### src/hw/rtl/sts_pkg.sv
// Shared constants and types for the sorted table search core.
// No dependencies; used by every module of the block except sts_ram.
package sts_pkg;

    localparam int unsigned TABLE_DEPTH = 1024;
    localparam int unsigned ADDR_W      = $clog2(TABLE_DEPTH);
    localparam int unsigned PTR_W       = $clog2(TABLE_DEPTH + 1);
    localparam int unsigned VAL_W       = 32;
    localparam int unsigned IDX_W       = 10;
    localparam int unsigned SIZE_W      = 11;
    localparam int unsigned PADDR_W     = 3;
    localparam int unsigned PDATA_W     = 32;

    localparam logic CMD_WRITE  = 1'b0;
    localparam logic CMD_SEARCH = 1'b1;

    localparam logic REG_TABLE_SIZE = 1'b0;

    typedef struct packed {
        logic load;
        logic probe;
        logic set_hit;
        logic set_miss;
    } dp_cmd_t;

    typedef struct packed {
        logic empty;
        logic hit;
        logic cont;
    } dp_status_t;

endpackage

### src/hw/rtl/sts_ctrl.sv
// Search controller: accepts search items, steps probes, raises the result strobe.
// Depends on sts_pkg.
module sts_ctrl (
    input  logic                clk,
    input  logic                rst_n,
    input  logic                search_go,
    output logic                busy,
    output sts_pkg::dp_cmd_t    dp_cmd,
    input  sts_pkg::dp_status_t dp_status,
    output logic                done,
    output logic                found
);

    typedef enum logic {
        ST_IDLE,
        ST_PROBE
    } state_t;

    state_t state_reg, state_next;
    logic   done_reg, done_next;
    logic   found_reg, found_next;

    always_comb
    begin
        state_next      = state_reg;
        dp_cmd.load     = 1'b0;
        dp_cmd.probe    = 1'b0;
        dp_cmd.set_hit  = 1'b0;
        dp_cmd.set_miss = 1'b0;
        unique case (state_reg)
            ST_IDLE:
            begin
                if (search_go)
                begin
                    dp_cmd.load = 1'b1;
                    if (dp_status.empty)
                    begin
                        dp_cmd.set_miss = 1'b1;
                    end
                    else
                    begin
                        state_next = ST_PROBE;
                    end
                end
            end
            ST_PROBE:
            begin
                dp_cmd.probe = 1'b1;
                if (dp_status.hit)
                begin
                    dp_cmd.set_hit = 1'b1;
                    state_next     = ST_IDLE;
                end
                else if (!dp_status.cont)
                begin
                    dp_cmd.set_miss = 1'b1;
                    state_next      = ST_IDLE;
                end
            end
            default:
            begin
                state_next = ST_IDLE;
            end
        endcase
        done_next  = dp_cmd.set_hit || dp_cmd.set_miss;
        found_next = dp_cmd.set_hit;
    end

    always_ff @(posedge clk or negedge rst_n)
    begin
        if (!rst_n)
        begin
            state_reg <= ST_IDLE;
            done_reg  <= 1'b0;
            found_reg <= 1'b0;
        end
        else
        begin
            state_reg <= state_next;
            done_reg  <= done_next;
            found_reg <= found_next;
        end
    end

    assign busy  = (state_reg == ST_PROBE);
    assign done  = done_reg;
    assign found = found_reg;

endmodule

### config.mk
export PLATFORM = sky130hd
export DESIGN_NAME = sts_ctrl
export DESIGN_NICKNAME = d
export VERILOG_FILES = /design/src/hw/rtl/sts_pkg.sv /design/src/hw/rtl/sts_ctrl.sv
export SDC_FILE = /design/constraint.sdc
export NUM_CORES = 1
export LEC_CHECK = 0
export ABC_AREA = 1
export BUFFER_PORTS_ARGS = -buffer_cell sky130_fd_sc_hd__buf_2
export CELL_PAD_IN_SITES_DETAIL_PLACEMENT = 1
export CELL_PAD_IN_SITES_GLOBAL_PLACEMENT = 2
export CORE_AREA = 2 2 39 41
export DETAILED_ROUTE_END_ITERATION = 8
export DIE_AREA = 0 0 41 43
export MAX_ROUTING_LAYER = met4
export PLACE_DENSITY_LB_ADDON = 0.1
export SLEW_MARGIN = 20
export SYNTH_ARGS = -nofsm -noshare
export SYNTH_HDL_FRONTEND = slang
export SYNTH_SLANG_ARGS = --single-unit
### constraint.sdc
create_clock -name clk -period 1 [get_ports clk]
set_clock_uncertainty 0.15 [all_clocks]
set_input_delay 0 -clock clk [delete_from_list [all_inputs] [get_ports clk]]
set_output_delay 0 -clock clk [all_outputs]
set_load 0.005 [all_outputs]
; Word level (Yosys, flattened, before mapping)
; Cells that the tools add are included.
[op_classes]
mux = 14
bitwise = 1
reduce_logical = 1
[op_table]
columns = op, n
row1 = $mux 1, 11
row2 = $pmux 1 s2, 2
row3 = $mux 2, 1
row4 = $logic_or 1x1->1, 1
row5 = $not 1->1, 1
[totals]
regBits = 3
output_inout_bits = 7
inputBits = 6
elab_cells = 19

; Longest topological paths before layout
[depth]
word_depth = 4
depth_mapped = 3

; Worst setup path before layout
; No wires, ideal clock.
[synth_timing]
kind = reg-to-reg
from = register state_reg, in the netlist busy
to = register done_reg, in the netlist done
path_buffers = 0
setup_time_ns = 0.123
slack_ns = 0.131
t_arrival_ns = 0.596
stages_incl_launch_ff = 4
path_cell_list = dfrtp_1 > inv_2 > nand3_2 > nand3_2
[synth_between]
elab_chain_cells = 3
word_cells_on_any_way = 4
[synth_rtl]
columns = element, line
row1 = "start, declared", sts_ctrl.sv:19  ; state_t state_reg, state_next;
row2 = "start signal, assigned", sts_ctrl.sv:79  ; state_reg <= state_next;
row3 = $not 1->1, n/a
row4 = $pmux 1 s2, sts_ctrl.sv:30  ; unique case (state_reg)
row5 = $logic_or 1x1->1 *, sts_ctrl.sv:65  ; done_next = dp_cmd.set_hit || dp_cmd.set_miss;
row6 = via done_next, sts_ctrl.sv:20  ; logic done_reg, done_next;
row7 = "end signal, assigned", sts_ctrl.sv:80  ; done_reg <= done_next;
row8 = "end, declared", sts_ctrl.sv:20
; Mark *: on every way through the listed nets, which the timed path passes. The rest lies on a longest branch.

==> flow_metrics.env <==
export IMPL_dp_slack_ns=0.07648
export IMPL_synth_area_sq_um=152.6
export IMPL_avgSynthCellArea_sq_um=8.979
export IMPL_initial_core_util=0.1103
export IMPL_die_y_um=43
export IMPL_fmax_mhz=902.1
export IMPL_worst_ep_arrival_time_ns=0.96
export IMPL_setup_slack_ns=-0.1085
export IMPL_ys_types=10
export IMPL_slowest_stage="dfrtp_2"
export IMPL_htreeDepth=1
export IMPL_syn_inst=17
export IMPL_final_max_slew_viol_count=0
export IMPL_die_w_um=41
export IMPL_grt_max_degree=6
export IMPL_rsz0062_at_grt="true"
export IMPL_critPathBufInv=2
export IMPL_hold_path_class="input pin to flop"
export IMPL_wl_met2_um=247
export IMPL_placedCellCount=44
export IMPL_die_area_sq_um=1763
export IMPL_core_sq_um=1384
export IMPL_n_antenna_cell=0
export IMPL_areaGrowthSynthToFinish_pct=102.5
export IMPL_vias=182
export IMPL_hold_ws_ns=-0.09683
export IMPL_antenna_found_initial=0
export IMPL_crit_path_end_kind="output pin"
export IMPL_grt_ovfl_total=0
export IMPL_final_common_cell="buf_2"
export IMPL_ios=13
export IMPL_grt_pass1_vias=190
export IMPL_std_cell_rows=14
export IMPL_grt_pass1_wl_um=676
export IMPL_post_route_drc_count=0
export IMPL_synth_warnings=0
export IMPL_max_slew_worst_pin_slew_ns=0.1027
export IMPL_post_route_min_period_ns=1.109
export IMPL_top_layer_used="met3"
export IMPL_power_density_nw_per_um2=1415
export IMPL_seq_area_frac_synth=0.4918
export IMPL_finalPower_uw=437.4
export IMPL_hold_viol=3
export IMPL_final_cells=54
export IMPL_wl_per_cell_um=8.241
export IMPL_violations="hold timing, setup timing"
export IMPL_cp_max_fo=5
export IMPL_firstDrtPassIters=2
export IMPL_drive_above_1_share=0.6579
export IMPL_cts_tree="done"
export IMPL_via_per_inst=3.370
export IMPL_finalSetupViolCount=6
export IMPL_cp_start_kind="flop"
export IMPL_clock_path_buffers=2
export IMPL_wl_met1_um=139
export IMPL_syn_nets=23
export IMPL_path_cells="inv_2 -> nand3_2 -> nand2_1 -> buf_2"
export IMPL_wirelength_um=445
export IMPL_drt_iter0_markers=5
export IMPL_clk_latency_ns=0.23
export IMPL_crit_required_ns=0.85
export IMPL_status="complete, but fails checks"
export IMPL_numClockSinks=3
export IMPL_worstSetupPathType="flop to output pin"
export IMPL_clockRootBuffer="clkbuf_4"
export IMPL_portBuffers=12
export IMPL_cts_buffers=3
export IMPL_cpPeakStageDelay_ns=0.42
export IMPL_relSlewSlack=0.9315
export IMPL_ant_nets=0
export IMPL_leakagePower_uw=0.0001857
export IMPL_route_met3_wl_um=58
export IMPL_min_period_over_period=1.109
export IMPL_place_congestion=0.6129
export IMPL_peakVddDrop_mv=0.2919
export IMPL_nets=45
export IMPL_final_cell_mix="buf_2 (12), nand2_1 (3), clkbuf_4 (3), dlygate4sd3_1 (3)"
export IMPL_crit_family="flip-flops"
export IMPL_drv_cap=0
export IMPL_synth_seq_cells=3
export IMPL_track_usage=0.06687
export IMPL_clkTransAtPathRegs_ns=0.04
-- tightest hold or removal path: cells and delay by family --
family                 cells  cell delay (ns)
buffers and inverters      1             0.09
and+or+nand+nor            2             0.15
-- path summary, 6_finish.rpt --
check | endpoint | start | slack [ns] | depth (start not counted)
hold reg to reg | done$_DFF_PN0_ | busy$_DFF_PN0_ | 0.43 | 2
setup reg to reg | done$_DFF_PN0_ | busy$_DFF_PN0_ | -0.07 | 5
setup / recovery | dp_cmd[0] | busy$_DFF_PN0_ | -0.11 | 4
min in group asynchronous | found$_DFF_PN0_ | rst_n | 0.49 | 3
hold / removal | done$_DFF_PN0_ | dp_status[1] | -0.1 | 3
max in group asynchronous | busy$_DFF_PN0_ | rst_n | 0.09 | 3
-- power breakdown --
part	switching [uW]	internal [uW]
registers	5.84	133
logic	37.9	50.4
clock network	61.2	149
-- layer usage --
metal	GRT usage	up-vias
met2	0.1000	9
met1	0.04823	82
li1	-	91
met3	0.03141	0
met4	0.08000	0
met5	-	-
-- stage by stage --
step           TNS, ns  hold slack, ns    util  instance area, sq um
2_1_floorplan        0         -0.4456       -                 152.6
5_1_grt        -0.7924        -0.08674  0.2233                 309.0
4_1_cts        -0.5830         -0.1181  0.2206                 305.3
3_3_place_gp         0         -0.3528  0.1627                 225.2
3_5_place_dp         0         -0.3489  0.1627                 225.2
6_report       -0.4636        -0.09683  0.2233                 309.0
-- what timing repair did --
action                                 4_1_cts  5_1_grt
setup endpoints to repair                    3        7
gates resized for setup                      1        2
hold buffers                                 3        1
setup buffers                                3        1
pin swaps                                    1        0
endpoints found under the hold margin        6        6
-- logic make-up after synthesis --
kind of cell | synth area share
flip-flops | 0.4918
AND/OR/NAND/NOR | 0.3032
AO/OA/AOI/OAI | 0.05739
buffers and inverters | 0.1475
-- cell usage after synthesis --
cell type / number / area share
dfrtp_1: 3 / 0.49
nand3_2: 2 / 0.13
nor2_1: 1 / 0.025
nand2_1: 3 / 0.074
o21ai_2: 1 / 0.057
inv_1: 3 / 0.074
nand2_2: 1 / 0.041
buf_4: 1 / 0.049
nand3_1: 1 / 0.033
inv_2: 1 / 0.025
-- cell type report --
cell class              instances  area (sq um)
clock buffers                   4         26.28
inverters                       4         15.01
repair buffers                 18         116.4
multi-input cells               9         55.05
flip-flops and latches          3         76.32
well taps                      16         20.02
fillers                       176          1075
Note: power is estimated with default switching activity, not from simulation.
